--- src/hw/rtl/ccsc_pkg.sv ---
// Types, codes and field arithmetic for the calendar clock set controller.
// No dependencies; used by every module of the block.
`timescale 1ns / 1ps

package ccsc_pkg;

  localparam logic       OP_KEY  = 1'b0;
  localparam logic       OP_LOAD = 1'b1;

  localparam logic [2:0] BTN_NONE = 3'd0;
  localparam logic [2:0] BTN_NEXT = 3'd1;
  localparam logic [2:0] BTN_UP   = 3'd2;
  localparam logic [2:0] BTN_DOWN = 3'd3;
  localparam logic [2:0] BTN_MODE = 3'd4;

  localparam logic [2:0] FIELD_YEAR    = 3'd0;
  localparam logic [2:0] FIELD_MONTH   = 3'd1;
  localparam logic [2:0] FIELD_DATE    = 3'd2;
  localparam logic [2:0] FIELD_HOUR    = 3'd3;
  localparam logic [2:0] FIELD_MINUTE  = 3'd4;
  localparam logic [2:0] FIELD_SECOND  = 3'd5;
  localparam logic [2:0] FIELD_WEEKDAY = 3'd6;

  localparam logic [6:0] YEAR_MAX    = 7'd99;
  localparam logic [6:0] MONTH_MAX   = 7'd12;
  localparam logic [6:0] HOUR_MAX    = 7'd23;
  localparam logic [6:0] MINUTE_MAX  = 7'd59;
  localparam logic [6:0] WEEKDAY_MAX = 7'd7;
  localparam logic [4:0] FEB_DAYS    = 5'd28;
  localparam logic [4:0] FEB_LEAP    = 5'd29;
  localparam logic [4:0] SHORT_DAYS  = 5'd30;
  localparam logic [4:0] LONG_DAYS   = 5'd31;
  localparam logic [3:0] FEBRUARY    = 4'd2;
  localparam logic [3:0] DECEMBER    = 4'd12;

  typedef struct packed {
    logic       op;
    logic [2:0] key;
    logic [6:0] load_year;
    logic [3:0] load_month;
    logic [4:0] load_date;
    logic [4:0] load_hour;
    logic [5:0] load_minute;
    logic [5:0] load_second;
    logic [2:0] load_weekday;
  } in_beat_t;

  typedef struct packed {
    logic       set_mode;
    logic [2:0] selected_field;
    logic [6:0] year;
    logic [3:0] month;
    logic [4:0] date;
    logic [4:0] hour;
    logic [5:0] minute;
    logic [5:0] second;
    logic [2:0] weekday;
    logic       write_to_rtc;
  } out_beat_t;

  typedef struct packed {
    logic [6:0] year;
    logic [3:0] month;
    logic [4:0] date;
    logic [4:0] hour;
    logic [5:0] minute;
    logic [5:0] second;
    logic [2:0] weekday;
  } calendar_t;

  localparam calendar_t CAL_RESET = '{
    year: 7'd0, month: 4'd1, date: 5'd1, hour: 5'd0,
    minute: 6'd0, second: 6'd0, weekday: 3'd1
  };

  // Wrap step between lo and hi; values outside the range move only towards it.
  function automatic logic [6:0] step_field(input logic [6:0] v, input logic [6:0] lo,
                                            input logic [6:0] hi, input logic up,
                                            input logic down);
    logic [6:0] r;
    r = v;
    if (up) begin
      if (v == hi) r = lo;
      else if (v < hi) r = v + 7'd1;
    end else if (down) begin
      if (v == lo) r = hi;
      else if (v > lo) r = v - 7'd1;
    end
    return r;
  endfunction

  function automatic logic is_long_month(input logic [3:0] m);
    return (m == 4'd1) || (m == 4'd3) || (m == 4'd5) || (m == 4'd7) ||
           (m == 4'd8) || (m == 4'd10) || (m == 4'd12);
  endfunction

  function automatic logic [4:0] month_days(input logic [3:0] m, input logic [6:0] y);
    logic [4:0] d;
    if (m == FEBRUARY) d = (y[1:0] == 2'b00) ? FEB_LEAP : FEB_DAYS;
    else if (is_long_month(m)) d = LONG_DAYS;
    else d = SHORT_DAYS;
    return d;
  endfunction

endpackage

--- src/hw/rtl/ccsc_in_reg.sv ---
// Input register of the calendar clock set controller: holds one accepted beat.
// Depends on ccsc_pkg.
`timescale 1ns / 1ps

module ccsc_in_reg (
  input  logic               clk,
  input  logic               rst,
  input  logic               in_valid,
  output logic               in_ready,
  input  ccsc_pkg::in_beat_t in_data,
  output logic               held_valid,
  input  logic               held_take,
  output ccsc_pkg::in_beat_t held_data
);
  import ccsc_pkg::*;

  logic     valid;
  in_beat_t data;

  assign in_ready   = !valid || held_take;
  assign held_valid = valid;
  assign held_data  = data;

  always_ff @(posedge clk) begin
    if (rst) begin
      valid <= 1'b0;
    end else if (in_ready) begin
      valid <= in_valid;
    end
  end

  always_ff @(posedge clk) begin
    if (in_valid && in_ready) begin
      data <= in_data;
    end
  end

endmodule

--- src/hw/rtl/ccsc_update.sv ---
// Next-state logic of the calendar clock set controller: mode, field select and
// calendar fields after one beat. Depends on ccsc_pkg.
`timescale 1ns / 1ps

module ccsc_update (
  input  ccsc_pkg::in_beat_t  beat,
  input  logic                mode,
  input  logic [2:0]          sel,
  input  ccsc_pkg::calendar_t cal,
  output logic                mode_next,
  output logic [2:0]          sel_next,
  output ccsc_pkg::calendar_t cal_next,
  output logic                write
);
  import ccsc_pkg::*;

  logic       up;
  logic       down;
  logic [4:0] lim;

  assign up   = (beat.key == BTN_UP);
  assign down = (beat.key == BTN_DOWN);

  always_comb begin
    mode_next = mode;
    sel_next  = sel;
    cal_next  = cal;
    write     = 1'b0;
    lim       = '0;
    if (beat.op == OP_LOAD) begin
      if (!mode) begin
        cal_next.year    = beat.load_year;
        cal_next.month   = beat.load_month;
        cal_next.date    = beat.load_date;
        cal_next.hour    = beat.load_hour;
        cal_next.minute  = beat.load_minute;
        cal_next.second  = beat.load_second;
        cal_next.weekday = beat.load_weekday;
      end
    end else begin
      if (beat.key == BTN_MODE) begin
        mode_next = !mode;
        write     = mode;
      end
      if (mode_next) begin
        if (beat.key == BTN_NEXT) begin
          sel_next = (sel == FIELD_WEEKDAY) ? FIELD_YEAR : sel + 3'd1;
        end
        case (sel_next)
          FIELD_YEAR: begin
            if (up || down) begin
              cal_next.year = step_field(cal.year, 7'd0, YEAR_MAX, up, down);
              if ((cal_next.year[1:0] != 2'b00) && (cal.month == FEBRUARY) &&
                  (cal.date == FEB_LEAP)) begin
                cal_next.date = FEB_DAYS;
              end
              write = 1'b1;
            end
          end
          FIELD_MONTH: begin
            if (down && (cal.month <= 4'd1)) begin
              cal_next.month = DECEMBER;
            end else begin
              cal_next.month = 4'(step_field({3'b000, cal.month}, 7'd1, MONTH_MAX, up, down));
            end
            lim = month_days(cal_next.month, cal.year);
            if (cal.date > lim) cal_next.date = lim;
          end
          FIELD_DATE: begin
            lim = month_days(cal.month, cal.year);
            cal_next.date = 5'(step_field({2'b00, cal.date}, 7'd1, {2'b00, lim}, up, down));
          end
          FIELD_HOUR: begin
            cal_next.hour = 5'(step_field({2'b00, cal.hour}, 7'd0, HOUR_MAX, up, down));
          end
          FIELD_MINUTE: begin
            cal_next.minute = 6'(step_field({1'b0, cal.minute}, 7'd0, MINUTE_MAX, up, down));
          end
          FIELD_SECOND: begin
            cal_next.second = 6'(step_field({1'b0, cal.second}, 7'd0, MINUTE_MAX, up, down));
          end
          FIELD_WEEKDAY: begin
            cal_next.weekday =
              3'(step_field({4'b0000, cal.weekday}, 7'd1, WEEKDAY_MAX, up, down));
          end
          default: begin
            cal_next = cal;
          end
        endcase
      end
    end
  end

endmodule

--- src/hw/rtl/calendar_clock_set_controller_unit.sv ---
// Top level of the calendar clock set controller: input register, update logic,
// state and result register. Depends on ccsc_pkg, ccsc_in_reg and ccsc_update.
`timescale 1ns / 1ps

// Takes one beat per cycle while the output is not stalled, key event or time read
// from the RTC chip, and gives one result beat per input beat: the mode, the
// selected field and the calendar after that beat, with write_to_rtc raised when
// the time must go to the RTC. A beat passes an input register and then the update
// logic into the result register; the calendar state is updated in the same cycle
// the result is registered, so every beat sees the state left by the one before.
// While a result waits, one more beat is taken into the input register and
// further input is held off.
module calendar_clock_set_controller_unit (
  input  logic                clk,
  input  logic                rst,
  input  logic                in_valid,
  output logic                in_ready,
  input  ccsc_pkg::in_beat_t  in_data,
  output logic                out_valid,
  input  logic                out_ready,
  output ccsc_pkg::out_beat_t out_data
);
  import ccsc_pkg::*;

  logic      held_valid;
  logic      held_take;
  in_beat_t  held_data;
  logic      mode;
  logic [2:0] sel;
  calendar_t cal;
  logic      mode_next;
  logic [2:0] sel_next;
  calendar_t cal_next;
  logic      write;

  ccsc_in_reg u_in_reg (
    .clk        (clk),
    .rst        (rst),
    .in_valid   (in_valid),
    .in_ready   (in_ready),
    .in_data    (in_data),
    .held_valid (held_valid),
    .held_take  (held_take),
    .held_data  (held_data)
  );

  ccsc_update u_update (
    .beat      (held_data),
    .mode      (mode),
    .sel       (sel),
    .cal       (cal),
    .mode_next (mode_next),
    .sel_next  (sel_next),
    .cal_next  (cal_next),
    .write     (write)
  );

  assign held_take = held_valid && (!out_valid || out_ready);

  always_ff @(posedge clk) begin
    if (rst) begin
      mode      <= 1'b0;
      sel       <= FIELD_YEAR;
      cal       <= CAL_RESET;
      out_valid <= 1'b0;
    end else if (held_take) begin
      mode      <= mode_next;
      sel       <= sel_next;
      cal       <= cal_next;
      out_valid <= 1'b1;
    end else if (out_ready) begin
      out_valid <= 1'b0;
    end
  end

  always_ff @(posedge clk) begin
    if (held_take) begin
      out_data.set_mode       <= mode_next;
      out_data.selected_field <= sel_next;
      out_data.year           <= cal_next.year;
      out_data.month          <= cal_next.month;
      out_data.date           <= cal_next.date;
      out_data.hour           <= cal_next.hour;
      out_data.minute         <= cal_next.minute;
      out_data.second         <= cal_next.second;
      out_data.weekday        <= cal_next.weekday;
      out_data.write_to_rtc   <= write;
    end
  end

endmodule

--- config.mk ---
export PLATFORM = sky130hd
export DESIGN_NAME = calendar_clock_set_controller_unit
export DESIGN_NICKNAME = d
export VERILOG_FILES = /design/src/hw/rtl/ccsc_pkg.sv /design/src/hw/rtl/ccsc_in_reg.sv /design/src/hw/rtl/ccsc_update.sv /design/src/hw/rtl/calendar_clock_set_controller_unit.sv
export SDC_FILE = /design/constraint.sdc
export NUM_CORES = 1
export LEC_CHECK = 0
export BUFFER_PORTS_ARGS = -buffer_cell sky130_fd_sc_hd__buf_4
export CAP_MARGIN = 10
export CORE_AREA = 2 2 135 137
export CTS_CLUSTER_SIZE = 24
export DETAILED_ROUTE_END_ITERATION = 10
export DIE_AREA = 0 0 137 139
export PLACE_DENSITY_LB_ADDON = 0.15
export REMOVE_ABC_BUFFERS = 1
export SLEW_MARGIN = 20
export SYNTH_ARGS = -nofsm -noshare
export SYNTH_HDL_FRONTEND = slang
export SYNTH_SLANG_ARGS = --single-unit
--- constraint.sdc ---
create_clock -name clk -period 4.12 [get_ports clk]
set_clock_uncertainty 0.2 [all_clocks]
set_input_delay 0.412 -clock clk [delete_from_list [all_inputs] [get_ports clk]]
set_output_delay 0.412 -clock clk [all_outputs]
set_load 0.005 [all_outputs]
== After elaboration in Yosys (flattened, before gate mapping) ==
Cells that the tools add are included.

* Order comparisons: 16
* $add $sub $neg: 15
* Multiplexer cells: 90
* Reductions and logical operators: 31
* Eq/ne operators: 36

{| class="wikitable"
|+ Operators by type and width
! cell !! number
|-
| 5-bit 2-to-1 mux || 24
|-
| 36-bit 2-to-1 mux || 3
|-
| 6-bit 2-to-1 mux || 14
|-
| 7-bit 2-to-1 mux || 12
|-
| 4-bit 2-to-1 mux || 11
|-
| 3-bit 2-to-1 mux || 13
|-
| 4-bit equality test, second input constant || 6
|-
| 3-bit equality test, second input constant || 6
|-
| 4-bit by 2-bit equality test with 1-bit output, second input constant || 4
|-
| 4-bit by 3-bit equality test with 1-bit output, second input constant || 4
|-
| 1-bit logical OR || 15
|-
| 5-bit one-hot mux with 3 select lines || 1
|-
| 6-bit by 1-bit adder with 6-bit output, second input constant || 2
|-
| 3-bit by 2-bit equality test with 1-bit output, second input constant || 4
|-
| 6-bit equality test, second input constant || 2
|-
| 6-bit by 1-bit greater-than comparator with 1-bit output, second input constant || 2
|-
| 6-bit zero test || 2
|-
| 6-bit less-than comparator, second input constant || 2
|-
| 1-bit 2-to-1 mux || 12
|-
| 6-bit by 1-bit subtractor with 6-bit output, second input constant || 2
|-
| 5-bit by 1-bit adder with 5-bit output, second input constant || 2
|-
| 5-bit equality test, second input constant || 2
|-
| 5-bit by 1-bit greater-than comparator with 1-bit output, second input constant || 2
|-
| 5-bit by 1-bit subtractor with 5-bit output, second input constant || 2
|-
| other kinds (28) || 39
|}

* Register bits: 123
* Bits of input ports: 44
* Output and inout bits: 43

== Longest topological paths before layout ==
* Depth after elaboration: 26
* Gate-level depth with buffers: 15
* Mapped depth without buffers: 15

== By module ==
From an unflattened synthesis, not the netlist that was laid out.

* Cells, all modules: 857
* Area total of the unflattened synthesis: 8074.0 µm²

{| class="wikitable"
|+ By module, submodules not included
! module !! cells an instance !! area an instance (µm²) !! seq. area each (µm²) !! instances
|-
| ccsc_update || 592 || 3728.6 || 0.0 || 1
|-
| calendar_clock_set_controller_unit || 220 || 3089.2 || 2052.0 || 1
|-
| ccsc_in_reg || 45 || 1256.2 || 1221.2 || 1
|}

== Worst setup path before layout ==
No wires, ideal clock.

* Path type: reg-to-reg
* Start: register u_in_reg.data (netlist bit u_in_reg.held_data[36])
* End: register cal[20] (netlist name)
* Buffers on the path: 5
* Path slack: 0.541 ns
* Setup time: 0.133 ns
* Arrival: 3.246 ns
* Cell stages (with the launch flop): 15
* Required time: 3.787 ns
* Cells stage by stage: edfxtp_1 > buf_4 > buf_2 > buf_1 > clkbuf_1 > nor3b_1 > ha_1 > nand2b_4 > buf_6 > or3_4 > a2111oi_4 > or3_1 > o311ai_1 > or3_1 > a2bb2oi_1

{| class="wikitable"
|+ RTL lines
! element !! RTL line !! source
|-
| start, declared || ccsc_in_reg.sv:18 || <nowiki>in_beat_t data;</nowiki>
|-
| start signal, assigned || ccsc_in_reg.sv:34 || <nowiki>data <= in_data;</nowiki>
|}

==> flow_summary.yaml <==
synth:
  synth.yosys.seq_area_share: 0.433
  syn_inst: 830
  yosysUniqueCellTypes: 85
  yosys.area_share.xor_xnor: 0.0124
  synth_compound_area_frac: 0.233
  async_reset_ff_frac: 0
  yosys_warnings: 0
  synth_area_sq_mm: 0.00756
  ys.flop_type: "edfxtp_1"
  synthAdderAreaFrac: 0.0414
  synth_top_family_by_area: "compound AO/OA/AOI/OAI gates"
  yosys.area_share.simple: 0.214
  synth_edf_count: 81
  ys_seq_elements: 123
  syn-mean-instance-area_sq_um: 9.11
  synth_mux_area_frac: 0.0170
power:
  fin_total_pwr_mw: 3.71
  p_leak_nw: 3.54
  ir_drop_mv: 0.280
  powerDensity_mw_per_mm2: 394
place:
  portBuffers: 86
  place_ws_ps: 257
  hpwl_mm: 14.8
  dp_cells: 1098
  placed_cell_area_sq_mm: 0.00836
  gp_congestion: 0.926
global_route:
  antenna_found_initial: 1
  grt_max_degree: 51
  globalRouteOverflowTotal: 0
  grt_use_total: 0.238
  grt_pass1_wl_mm: 35.5
  grt_pass1_vias: 6723
run:
  cap_viol_max_count: 0
timing:
  fmaxAchievable_mhz: 262
  maxSlewViolCount: 0
  fin_crit_ps: 3820
  whs_ps: 18.6
  setup-tns-final_ps: 0
  setup_ws_ps: 301
  finalHoldViolCount: 0
  final.period_utilization: 0.927
  relSlewSlack: 0.483
  rsz0062_at_grt: "false"
  setup_viol: 0
  worstMarginPinSlew_ps: 776
cells_and_area:
  drive_above_1_share: 0.185
  final_common_cell: "buf_4"
  final_util: 0.533
  diodes: 0
  fin_cells: 1168
  design_area_sq_mm: 0.00942
  final_nets: 996
  final_cell_mix: "buf_4, nand2_1, edfxtp_1, nor2_1, a21oi_1"
  areaGrowthSynthToFinish_pct: 24.6
floorplanning:
  die_area_sq_mm: 0.0190
  die_y_um: 139
  start_util: 0.428
  coreArea_sq_mm: 0.0177
  io_pins: 87
  num_rows: 49
  die_w_um: 137
clock_network:
  clkTransAtPathRegs_ps: 60
  cts_buffers: 17
  postCtsSetupRepairBufs: 0
  root_buffer: "clkbuf_16"
  insertion_delay_ps: 420
  clock_sinks: 123
  ctsLongestPathBuffers: 2
  htreeDepth: 4
  cts_tree: "built"
critical_path:
  critPathTopFamily: "simple AND/OR/NAND/NOR gates"
  r2r_start: "cal[26]"
  timing.rr.end: "cal[20]"
  start_kind: "flip-flop"
  endpoint_kind: "flip-flop"
  critPathKind: "flip-flop to flip-flop"
  worstRegToRegCells: 13
  arrival_ps: 3900
  crit_slowest_cell: "or3_1"
  reg2reg_slack_ps: 300
  slowest_delay_ps: 420
  critPathBufInv: 1
  worstPathCellList: "inv_1, ha_1, or2_2, a211oi_1, o211ai_1, nor2b_1, and3_1, ha_1, a2111oi_4, or3_1, o311ai_1, or3_1, a2bb2oi_1"
  crit_required_ps: 4200
  path_max_fanout: 8
run_status:
  status: "finished clean"
detailed_routing:
  route.vias.total: 6956
  first_iter_violations: 585
  post_drt_wl_per_cell_um: 19.0
  wl_mm: 22.2
  drc: 0
  routed_via_density: 5.96
  ant_nets: 0
  first_pass_iters: 6
hold_path:
  min_from: "in_data[36]"
  hold_path_depth: 1
  hp-class: "input pin to flip-flop"
  holdPathEnd: "u_in_reg.held_data[36]"
-- report_power, final --
group | total (mW) | internal [mW] | switching, mW
logic | 0.545 | 0.241 | 0.304
registers | 1.48 | 1.40 | 0.0795
clock network | 1.69 | 1.11 | 0.576
-- cells by family (layout without fill, tap and decap cells) --
group	after synthesis	after routing
compound gates	255	255
xor+xnor	9	9
mux	12	12
simple gates	315	315
buf+inv	91	200
flops	123	123
fa+ha+maj	25	25
-- flip-flops by register name (all words and copies together) (netlist names) --
register	cells
out_valid	1
mode	1
u_in_reg.held_data	40
out_data	41
cal	36
sel	3
u_in_reg.held_valid	1
-- layout make-up --
class	count	area, sq um
Multi-Input combinational cell	616	3920
Timing Repair Buffer	144	1180
Clock buffer	19	453
Sequential cell	123	3270
Tap cell	229	287
Fill cell	1622	8240
Inverter	25	93.8
Clock inverter	12	210
-- routing by layer --
metal / track usage / vias up / share of wire
met4: 0.0770 / 0 / 0.023
met3: 0.0446 / 34 / 0.048
li1: - / 3318 / -
met1: 0.325 / 3387 / 0.46
met5: 0 / - / 0
met2: 0.380 / 217 / 0.47
-- worst max-delay path by stage --
stage                                      start      end  slack [ps]  cells after the start
after global routing                     cal[30]  cal[20]          60                     13
final                                    cal[26]  cal[20]         300                     13
after CTS                                cal[26]  cal[20]         220                     13
after detailed placement                 cal[26]  cal[20]         260                     13
after floorplan           u_in_reg.held_data[36]  cal[20]          60                     11
after global placement                   cal[26]  cal[20]         290                     13
-- cell usage after synthesis, drive strengths merged (5+ instances only) --
cell	instances	area (sq um)
inv	24	90.1
nor2b	14	87.6
nor3	25	146
o211a	6	60.1
mux2i	5	50.1
and2	7	43.8
a211o	6	52.6
o211ai	6	45.0
nor4	8	50.1
nand2	90	338
a31o	5	43.8
o32ai	5	43.8
nand3	32	160
a221o	8	80.1
a21oi	68	340
mux2	7	78.8
edfxtp	81	2430
nand4	5	31.3
o21a	13	97.6
nand2b	17	114
dfxtp	42	841
clkbuf	50	188
xnor2	5	58.8
a22oi	9	72.6
a221oi	8	70.1
and3	11	68.8
nor2	70	263
o22ai	8	50.1
ha	25	313
a311oi	8	76.3
o31ai	7	52.6
or3	8	55.1
buf	16	96.3
a31oi	9	56.3
a211oi	7	52.6
nor3b	9	83.8
o21ai	49	245
-- what timing repair did --
| action | CTS | global route |
|---|---|---|
| endpoints found under the setup margin | 0 | 2 |
| hold endpoints to repair | 39 | 0 |
| resized for setup | 0 | 2 |
| hold buffers | 39 | 0 |
No activity file was read; power rests on OpenSTA's default activity.
